<file path="config.mk">
export PLATFORM = sky130hd
export DESIGN_NAME = tea_block_decrypt_counter_key
export DESIGN_NICKNAME = d
export VERILOG_FILES = /design/src/rtl/teadec_pkg.sv /design/src/rtl/teadec_front.sv /design/src/rtl/teadec_queue.sv /design/src/rtl/teadec_back.sv /design/src/rtl/tea_block_decrypt_counter_key.sv
export SDC_FILE = /design/constraint.sdc
export NUM_CORES = 2
export LEC_CHECK = 0
export ABC_AREA = 1
export BUFFER_PORTS_ARGS = -buffer_cell sky130_fd_sc_hd__buf_4
export CORE_ASPECT_RATIO = 1.25
export CORE_UTILIZATION = 30
export CTS_CLUSTER_DIAMETER = 120
export DETAILED_ROUTE_END_ITERATION = 12
export SYNTH_ARGS = -nofsm -noshare
export SYNTH_HDL_FRONTEND = slang
export SYNTH_SLANG_ARGS = --single-unit
</file>
<file path="constraint.sdc">
create_clock -name clk -period 23.2 [get_ports clk]
set_input_delay 5.8 -clock clk [delete_from_list [all_inputs] [get_ports clk]]
set_output_delay 5.8 -clock clk [all_outputs]
set_load 0.05 [all_outputs]
</file>
<file path="src/rtl/teadec_pkg.sv">
// Package for the TEA block decryptor with a counting key.
// Holds payload structs, the queue entry type and the cipher constants.
// No dependencies; every other rtl file imports it.
`default_nettype none

package teadec_pkg;

  localparam int unsigned WordW     = 32;
  localparam int unsigned KeyWords  = 4;
  localparam int unsigned CfgIdxW   = 3;
  localparam int unsigned Rounds    = 8;
  localparam int unsigned RoundW    = $clog2(Rounds);
  localparam int unsigned QueueDepth = 2;

  localparam logic [WordW-1:0]  SumStart  = 32'hF1BB_CDC8;
  localparam logic [WordW-1:0]  Delta     = 32'h9E37_79B9;
  localparam logic [RoundW-1:0] LastRound = RoundW'(Rounds - 1);

  // Configuration register indexes
  localparam logic [CfgIdxW-1:0] RegKeyWord0 = 3'd0;
  localparam logic [CfgIdxW-1:0] RegKeyWord3 = 3'd3;

  typedef logic [KeyWords-1:0][WordW-1:0] key_t;

  typedef struct packed {
    logic             restart;
    logic [WordW-1:0] cipher_low;
    logic [WordW-1:0] cipher_high;
  } in_item_t;

  typedef struct packed {
    logic [WordW-1:0] plain_low;
    logic [WordW-1:0] plain_high;
  } out_item_t;

  // One block with the key it decrypts under
  typedef struct packed {
    key_t             key;
    logic [WordW-1:0] lo;
    logic [WordW-1:0] hi;
  } job_t;

  // Queue status handed from the queue to front and back
  typedef struct packed {
    logic full;
    logic valid;
  } q_status_t;

endpackage

`default_nettype wire

</file>
<file path="src/rtl/teadec_front.sv">
// Front end: holds the key registers and the running key, accepts requests
// and tags each block with its key. Depends on teadec_pkg.
`default_nettype none

module teadec_front import teadec_pkg::*; (
  input  wire logic               clk,
  input  wire logic               rst_n,
  input  wire logic               cfg_we,
  input  wire logic [CfgIdxW-1:0] cfg_index,
  input  wire logic [WordW-1:0]   cfg_data,
  input  wire logic               in_valid,
  output logic                    in_stall,
  input  wire in_item_t           in_item,
  input  wire q_status_t          q_status,
  output logic                    push,
  output job_t                    push_job
);

  key_t key_word_r;
  key_t running_key_r;
  key_t running_key_nxt;
  key_t key_use;

  // Write a key register; ignore indexes past the last one
  always_ff @(posedge clk) begin
    if (!rst_n) begin
      key_word_r <= '0;
    end else if (cfg_we && cfg_index <= RegKeyWord3) begin
      key_word_r[cfg_index[$clog2(KeyWords)-1:0]] <= cfg_data;
    end
  end

  // Accept whenever the queue has room
  assign in_stall = q_status.full;
  assign push     = in_valid && !q_status.full;

  // Pick the key for this block and count it up by one
  always_comb begin
    key_use         = in_item.restart ? key_word_r : running_key_r;
    running_key_nxt = running_key_r;
    if (push) begin
      running_key_nxt = key_t'(key_use + 1'b1);
    end
  end

  always_comb begin
    push_job.key = key_use;
    push_job.lo  = in_item.cipher_low;
    push_job.hi  = in_item.cipher_high;
  end

  always_ff @(posedge clk) begin
    if (!rst_n) begin
      running_key_r <= '0;
    end else begin
      running_key_r <= running_key_nxt;
    end
  end

endmodule

`default_nettype wire

</file>
<file path="src/rtl/teadec_queue.sv">
// Short queue of tagged blocks between the front end and the round engine.
// Depends on teadec_pkg.
`default_nettype none

module teadec_queue import teadec_pkg::*; #(
  parameter int unsigned DEPTH = QueueDepth
) (
  input  wire logic  clk,
  input  wire logic  rst_n,
  input  wire logic  push,
  input  wire job_t  push_job,
  input  wire logic  pop,
  output job_t       pop_job,
  output q_status_t  status
);

  localparam int unsigned PtrW = (DEPTH > 1) ? $clog2(DEPTH) : 1;
  localparam int unsigned CntW = $clog2(DEPTH + 1);
  localparam logic [PtrW-1:0] LastPtr = PtrW'(DEPTH - 1);
  localparam logic [CntW-1:0] Full    = CntW'(DEPTH);

  job_t            mem [DEPTH];
  logic [PtrW-1:0] wr_ptr_r, wr_ptr_nxt;
  logic [PtrW-1:0] rd_ptr_r, rd_ptr_nxt;
  logic [CntW-1:0] count_r, count_nxt;

  assign status.full  = (count_r == Full);
  assign status.valid = (count_r != '0);
  assign pop_job      = mem[rd_ptr_r];

  // Advance pointers and count
  always_comb begin
    wr_ptr_nxt = wr_ptr_r;
    rd_ptr_nxt = rd_ptr_r;
    count_nxt  = count_r;
    if (push) begin
      wr_ptr_nxt = (wr_ptr_r == LastPtr) ? '0 : wr_ptr_r + 1'b1;
    end
    if (pop) begin
      rd_ptr_nxt = (rd_ptr_r == LastPtr) ? '0 : rd_ptr_r + 1'b1;
    end
    if (push && !pop) begin
      count_nxt = count_r + 1'b1;
    end else if (pop && !push) begin
      count_nxt = count_r - 1'b1;
    end
  end

  always_ff @(posedge clk) begin
    if (!rst_n) begin
      wr_ptr_r <= '0;
      rd_ptr_r <= '0;
      count_r  <= '0;
    end else begin
      wr_ptr_r <= wr_ptr_nxt;
      rd_ptr_r <= rd_ptr_nxt;
      count_r  <= count_nxt;
    end
  end

  // Store the pushed entry
  always_ff @(posedge clk) begin
    if (push) begin
      mem[wr_ptr_r] <= push_job;
    end
  end

endmodule

`default_nettype wire

</file>
<file path="src/rtl/teadec_back.sv">
// Back end: iterative round engine, one TEA decryption cycle per clock
// when not stalled, and the output register. Depends on teadec_pkg.
`default_nettype none

module teadec_back import teadec_pkg::*; (
  input  wire logic      clk,
  input  wire logic      rst_n,
  input  wire q_status_t q_status,
  input  wire job_t      pop_job,
  output logic           pop,
  output logic           out_valid,
  input  wire logic      out_stall,
  output out_item_t      out_item
);

  function automatic logic [WordW-1:0] mix(
    input logic [WordW-1:0] w,
    input logic [WordW-1:0] sum,
    input logic [WordW-1:0] ka,
    input logic [WordW-1:0] kb
  );
    mix = ((w << 4) + ka) ^ (w + sum) ^ ((w >> 5) + kb);
  endfunction

  logic             busy_r;
  logic [RoundW-1:0] round_r;
  logic [WordW-1:0] lo_r, hi_r, sum_r;
  key_t             key_r;
  logic             out_valid_r;
  out_item_t        out_item_r;

  logic [WordW-1:0] hi_nxt, lo_nxt;
  logic             done, out_free, finish, load;

  // One decryption cycle: high word first, then low word
  always_comb begin
    hi_nxt = hi_r - mix(lo_r, sum_r, key_r[2], key_r[3]);
    lo_nxt = lo_r - mix(hi_nxt, sum_r, key_r[0], key_r[1]);
  end

  assign done     = busy_r && (round_r == LastRound);
  assign out_free = !out_valid_r || !out_stall;
  assign finish   = done && out_free;
  assign load     = q_status.valid && (!busy_r || finish);
  assign pop      = load;

  // Control: start, advance, retire
  always_ff @(posedge clk) begin
    if (!rst_n) begin
      busy_r  <= 1'b0;
      round_r <= '0;
    end else if (load) begin
      busy_r  <= 1'b1;
      round_r <= '0;
    end else if (finish) begin
      busy_r  <= 1'b0;
    end else if (busy_r && !done) begin
      round_r <= round_r + 1'b1;
    end
  end

  // Datapath: load a new block or step the rounds; hold on the last round
  always_ff @(posedge clk) begin
    if (load) begin
      lo_r  <= pop_job.lo;
      hi_r  <= pop_job.hi;
      key_r <= pop_job.key;
      sum_r <= SumStart;
    end else if (busy_r && !done) begin
      lo_r  <= lo_nxt;
      hi_r  <= hi_nxt;
      sum_r <= sum_r - Delta;
    end
  end

  // Output register
  always_ff @(posedge clk) begin
    if (!rst_n) begin
      out_valid_r <= 1'b0;
    end else if (finish) begin
      out_valid_r <= 1'b1;
    end else if (!out_stall) begin
      out_valid_r <= 1'b0;
    end
  end

  always_ff @(posedge clk) begin
    if (finish) begin
      out_item_r.plain_low  <= lo_nxt;
      out_item_r.plain_high <= hi_nxt;
    end
  end

  assign out_valid = out_valid_r;
  assign out_item  = out_item_r;

endmodule

`default_nettype wire

</file>
<file path="src/rtl/tea_block_decrypt_counter_key.sv">
// Top level of the TEA block decryptor with a counting 128-bit key.
// Instantiates teadec_front, teadec_queue and teadec_back; uses teadec_pkg.
//
//   channel  ports                           direction  moves
//   cfg      cfg_we, cfg_index, cfg_data     in         key word write
//   in       in_valid, in_stall, in_item     in         ciphertext block request
//   out      out_valid, out_stall, out_item  out        plaintext block
//
// The shared round engine works on one block at a time, one decryption cycle
// per clock, and holds on its last cycle while out stalls. It loads the next
// block from the queue in the same cycle as it retires the current one.
// Until full, the queue takes requests while the engine works or out stalls.
// rst_n is synchronous; it clears the key words, running key and all valids.
`default_nettype none

module tea_block_decrypt_counter_key import teadec_pkg::*; #(
  parameter int unsigned QUEUE_DEPTH = QueueDepth
) (
  input  wire logic               clk,
  input  wire logic               rst_n,
  input  wire logic               cfg_we,
  input  wire logic [CfgIdxW-1:0] cfg_index,
  input  wire logic [WordW-1:0]   cfg_data,
  input  wire logic               in_valid,
  output logic                    in_stall,
  input  wire in_item_t           in_item,
  output logic                    out_valid,
  input  wire logic               out_stall,
  output out_item_t               out_item
);

  q_status_t q_status;
  logic      push, pop;
  job_t      push_job, pop_job;

  teadec_front u_front (
    .clk       (clk),
    .rst_n     (rst_n),
    .cfg_we    (cfg_we),
    .cfg_index (cfg_index),
    .cfg_data  (cfg_data),
    .in_valid  (in_valid),
    .in_stall  (in_stall),
    .in_item   (in_item),
    .q_status  (q_status),
    .push      (push),
    .push_job  (push_job)
  );

  teadec_queue #(
    .DEPTH (QUEUE_DEPTH)
  ) u_queue (
    .clk      (clk),
    .rst_n    (rst_n),
    .push     (push),
    .push_job (push_job),
    .pop      (pop),
    .pop_job  (pop_job),
    .status   (q_status)
  );

  teadec_back u_back (
    .clk       (clk),
    .rst_n     (rst_n),
    .q_status  (q_status),
    .pop_job   (pop_job),
    .pop       (pop),
    .out_valid (out_valid),
    .out_stall (out_stall),
    .out_item  (out_item)
  );

endmodule

`default_nettype wire
</file>
==> tab_implementation.tex <==
\begin{tabular}{lr}
\hline
Metric & Value \\
\hline
\multicolumn{2}{l}{\textbf{Clock tree}} \\
\quad Clock Tree Root & clkbuf\_16 \\
\quad Bufs on Longest Clock Path & 3 \\
\quad Reg clk slew, reported paths & 0.06 ns \\
\quad Maximum level of the CTS H-tree & 3 \\
\quad Quantity of gates resized following cts & 0 \\
\quad Later-pin clock latency in the skew report & 0.74 ns \\
\quad Quantity of hold-fixing buffers added after cts & 0 \\
\quad Sink Count & 938 \\
\quad Inserted Clock Buffers & 100 \\
\quad TritonCTS clock tree & built \\
\quad Number of setup buffers added after CTS & 0 \\
\multicolumn{2}{l}{\textbf{Floorplanning}} \\
\quad Width of the chip & 378 um \\
\quad Number of placement rows & 172 \\
\quad Placeable Area & 176000 um2 \\
\quad Full die area & 179000 um2 \\
\quad Vert. Die Dim & 473 um \\
\quad Initial core utilization & 0.302 \\
\quad Total I/O pin count & 171 \\
\multicolumn{2}{l}{\textbf{Yosys}} \\
\quad Warnings, synthesis & 0 \\
\quad Count of distinct cell types in the synthesized netlist & 68 \\
\quad Async SR Flop Fraction & 0 \\
\quad Prevailing post-synth register cell & edfxtp\_1 \\
\quad Sequential element share of the synthesized area & 0.474 \\
\quad Post-synthesis area per instance & 8.35 um2 \\
\quad Cell area after synthesis & 53100 um2 \\
\quad Number of nets in the synthesized netlist & 6721 \\
\quad Synthesized instance count & 6364 \\
\quad Number of synthesized flops with an enable pin & 640 \\
\quad FF+latch count, synth & 938 \\
\multicolumn{2}{l}{\textbf{Critical path}} \\
\quad Cell at the slowest stage of the critical path & xor2\_1 \\
\quad Most prevalent standard cell on the critical path & inv\_1 \\
\quad Highest net fanout along the worst path & 6 \\
\quad Critical Path Start Type & flip-flop \\
\quad Category of the critical setup timing path & flip-flop to flip-flop \\
\quad Required time of the worst setup path & 23.68 ns \\
\quad Worst setup EP type & flip-flop \\
\quad Max incr delay on CP & 0.56 ns \\
\quad Arrival @ worst endpoint & 10.58 ns \\
\multicolumn{2}{l}{\textbf{Timing}} \\
\quad Layout Skew & 0.0331 ns \\
\quad Shortest clock period the worst path allows after layout & 10.10 ns \\
\quad Final setup vio count & 0 \\
\quad Highest achievable clock rate & 0.0990 GHz \\
\quad Slew Limit Fails & 0 \\
\quad Setup total negative slack & 0 ns \\
\quad Final number of hold-violating endpoints & 0 \\
\quad Final period util & 0.435 \\
\quad Setup repair after global routing missed its margin & no \\
\quad Actual slew at the worst max-slew pin & 1.39 ns \\
\quad Headroom to the max-slew limit & 0.0623 \\
\quad Worst Hold Slack & 0.446 ns \\
\multicolumn{2}{l}{\textbf{Finish}} \\
\quad Proportion of layout cells with a drive suffix above 1 & 0.0761 \\
\quad Synthesis-to-layout area growth & 13.7\% \\
\quad Top library cells by usage in the layout, fill and taps aside & nand2\_1 (1340), inv\_1 (866), nor2\_1 (756) \\
\quad Most common cell after layout, fill and taps aside & nand2\_1 \\
\quad Count of placed standard cells in the final layout, fillers left out & 8949 \\
\quad Final layout net count & 6866 \\
\quad Finished Cell Area & 60400 um2 \\
\multicolumn{2}{l}{\textbf{Hold path}} \\
\quad Worst min-delay path category & flip-flop to flip-flop \\
\multicolumn{2}{l}{\textbf{Job}} \\
\quad Max\_cap viols & 0 \\
\multicolumn{2}{l}{\textbf{GRT}} \\
\quad Largest net degree at the start of global routing & 171 \\
\quad First-pass GRT wire length & 285000 um \\
\quad Total GRT Usage & 0.219 \\
\quad Vias in the first global route & 41800 \\
\quad Overall overflow remaining after global route & 0 \\
\quad Number of antenna violations at the first check in global routing & 4 \\
\multicolumn{2}{l}{\textbf{Detailed routing}} \\
\quad Post-detailed-route via-to-cell ratio & 4.87 \\
\quad Total vias in the final route & 43600 \\
\quad Wire length after detailed routing & 200000 um \\
\quad Remaining design rule violation count & 0 \\
\quad DR iter-0 viols & 3636 \\
\quad Final routed wire length divided by cell count & 22.3 um \\
\quad Iteration count of the initial detailed-routing pass & 6 \\
\quad Final ANT Viol Nets & 0 \\
\multicolumn{2}{l}{\textbf{Placed design}} \\
\quad Detailed Place HPWL & 157000 um \\
\quad Count of buffers from port buffering & 170 \\
\quad Cell Area, Placed & 57100 um2 \\
\quad Post-Place Cells & 8756 \\
\quad Placer congestion estimate & 0.973 \\
\multicolumn{2}{l}{\textbf{Status}} \\
\quad Outcome & complete, no violations \\
\hline
\end{tabular}
cell usage after synthesis (7+ instances only):
| cell | instances | share of area |
|---|---|---|
| a21boi_0 | 15 | 0.0021 |
| a21o_1 | 23 | 0.0032 |
| a21oi_1 | 407 | 0.038 |
| a31oi_1 | 87 | 0.010 |
| and2_1 | 7 | 0.00082 |
| buf_1 | 13 | 0.00092 |
| buf_2 | 7 | 0.00066 |
| buf_4 | 8 | 0.0011 |
| buf_6 | 13 | 0.0028 |
| clkbuf_1 | 132 | 0.0093 |
| dfxtp_1 | 298 | 0.11 |
| edfxtp_1 | 640 | 0.36 |
| fa_1 | 8 | 0.0030 |
| ha_1 | 244 | 0.057 |
| inv_1 | 866 | 0.061 |
| inv_2 | 25 | 0.0018 |
| nand2_1 | 1341 | 0.095 |
| nand2_2 | 7 | 0.00082 |
| nand3_1 | 171 | 0.016 |
| nand3b_1 | 9 | 0.0013 |
| nand4_1 | 53 | 0.0062 |
| nor2_1 | 759 | 0.054 |
| nor2_2 | 18 | 0.0021 |
| nor2_4 | 7 | 0.0015 |
| nor3_1 | 77 | 0.0073 |
| nor3_2 | 12 | 0.0023 |
| nor4_1 | 25 | 0.0029 |
| o211ai_1 | 23 | 0.0032 |
| o21a_1 | 18 | 0.0025 |
| o21ai_0 | 405 | 0.038 |
| o21ai_1 | 91 | 0.0086 |
| o21bai_1 | 13 | 0.0018 |
| o221ai_1 | 7 | 0.0012 |
| or2_2 | 14 | 0.0016 |
| xnor2_1 | 122 | 0.020 |
| xor2_1 | 316 | 0.052 |
per-stage QoR:
| step | setup slack, ns | utilization |
|---|---|---|
| floorplan | 7.99 | - |
| global placement | 12.61 | 0.324 |
| detailed placement | 12.67 | 0.324 |
| CTS | 13.16 | 0.344 |
| global route | 12.53 | 0.344 |
| finish | 13.10 | 0.344 |
worst paths after layout:
path / startpoint / to / slack (ns) / cells past startpoint
setup / recovery: u_back.lo_r[5] / u_back.out_item[63] / 13.10 / 45
hold / removal: u_queue.rd_ptr_r / flip-flop / 0.45 / 1
setup reg to reg: u_back.lo_r[5] / u_back.out_item[63] / 13.10 / 45
hold reg to reg: u_queue.rd_ptr_r / flip-flop / 0.45 / 1
per-layer routing:
layer,vias up,share of wire,routed length (um),track usage
met1,20700,0.42,84200,0.277
li1,21200,-,-,-
met2,1282,0.47,93800,0.362
met5,-,0,0,0
met4,0,0.063,12600,0.128
met3,341,0.046,9140,0.0203
cells by family (layout without fill, tap and decap cells):
| logic type | after synthesis | count (layout) | share of synthesized area |
|---|---|---|---|
| flops | 938 | 938 | 0.474 |
| buf+inv | 1069 | 1299 | 0.0781 |
| mux | 4 | 4 | 0.000777 |
| simple gates | 2539 | 2539 | 0.199 |
| other cells | 0 | 6 | 0 |
| compound gates | 1121 | 1121 | 0.115 |
| fa+ha+maj | 252 | 252 | 0.0605 |
| xor+xnor | 441 | 441 | 0.0735 |
cell type report:
| type | count | area [um2] |
|---|---|---|
| antenna | 6 | 15.0 |
| clock buffer | 128 | 2710 |
| clock inverter | 59 | 657 |
| fill | 18300 | 115000 |
| inverter | 896 | 3370 |
| multi-input combinational | 4357 | 23900 |
| sequential | 938 | 25200 |
| tap | 2349 | 2940 |
| timing repair buffer | 216 | 1660 |
worst max-delay path, delay by kind of cell, from the launching register on:
kind / cells / cell delay, ns
AO/OA/AOI/OAI: 12 / 3.23
adder cells (fa/ha/maj): 5 / 1.90
AND/OR/NAND/NOR: 12 / 1.36
XOR/XNOR: 6 / 2.13
flip-flops: 1 / 0.46
buffers and inverters: 10 / 0.71
state kept, by name (all words and copies together) (netlist names), 2 cells and up, named ones only:
name	cells
u_back.lo_r	32
u_back.key_r	128
u_queue.count_r	2
u_back.sum_r	32
u_front.key_word_r	128
u_queue.mem	384
u_back.round_r	3
u_back.out_item	64
u_back.hi_r	32
u_front.running_key_r	128
Power is not shown: default switching activity piles up to over one toggle a cycle in this logic, so the estimate is an artifact.
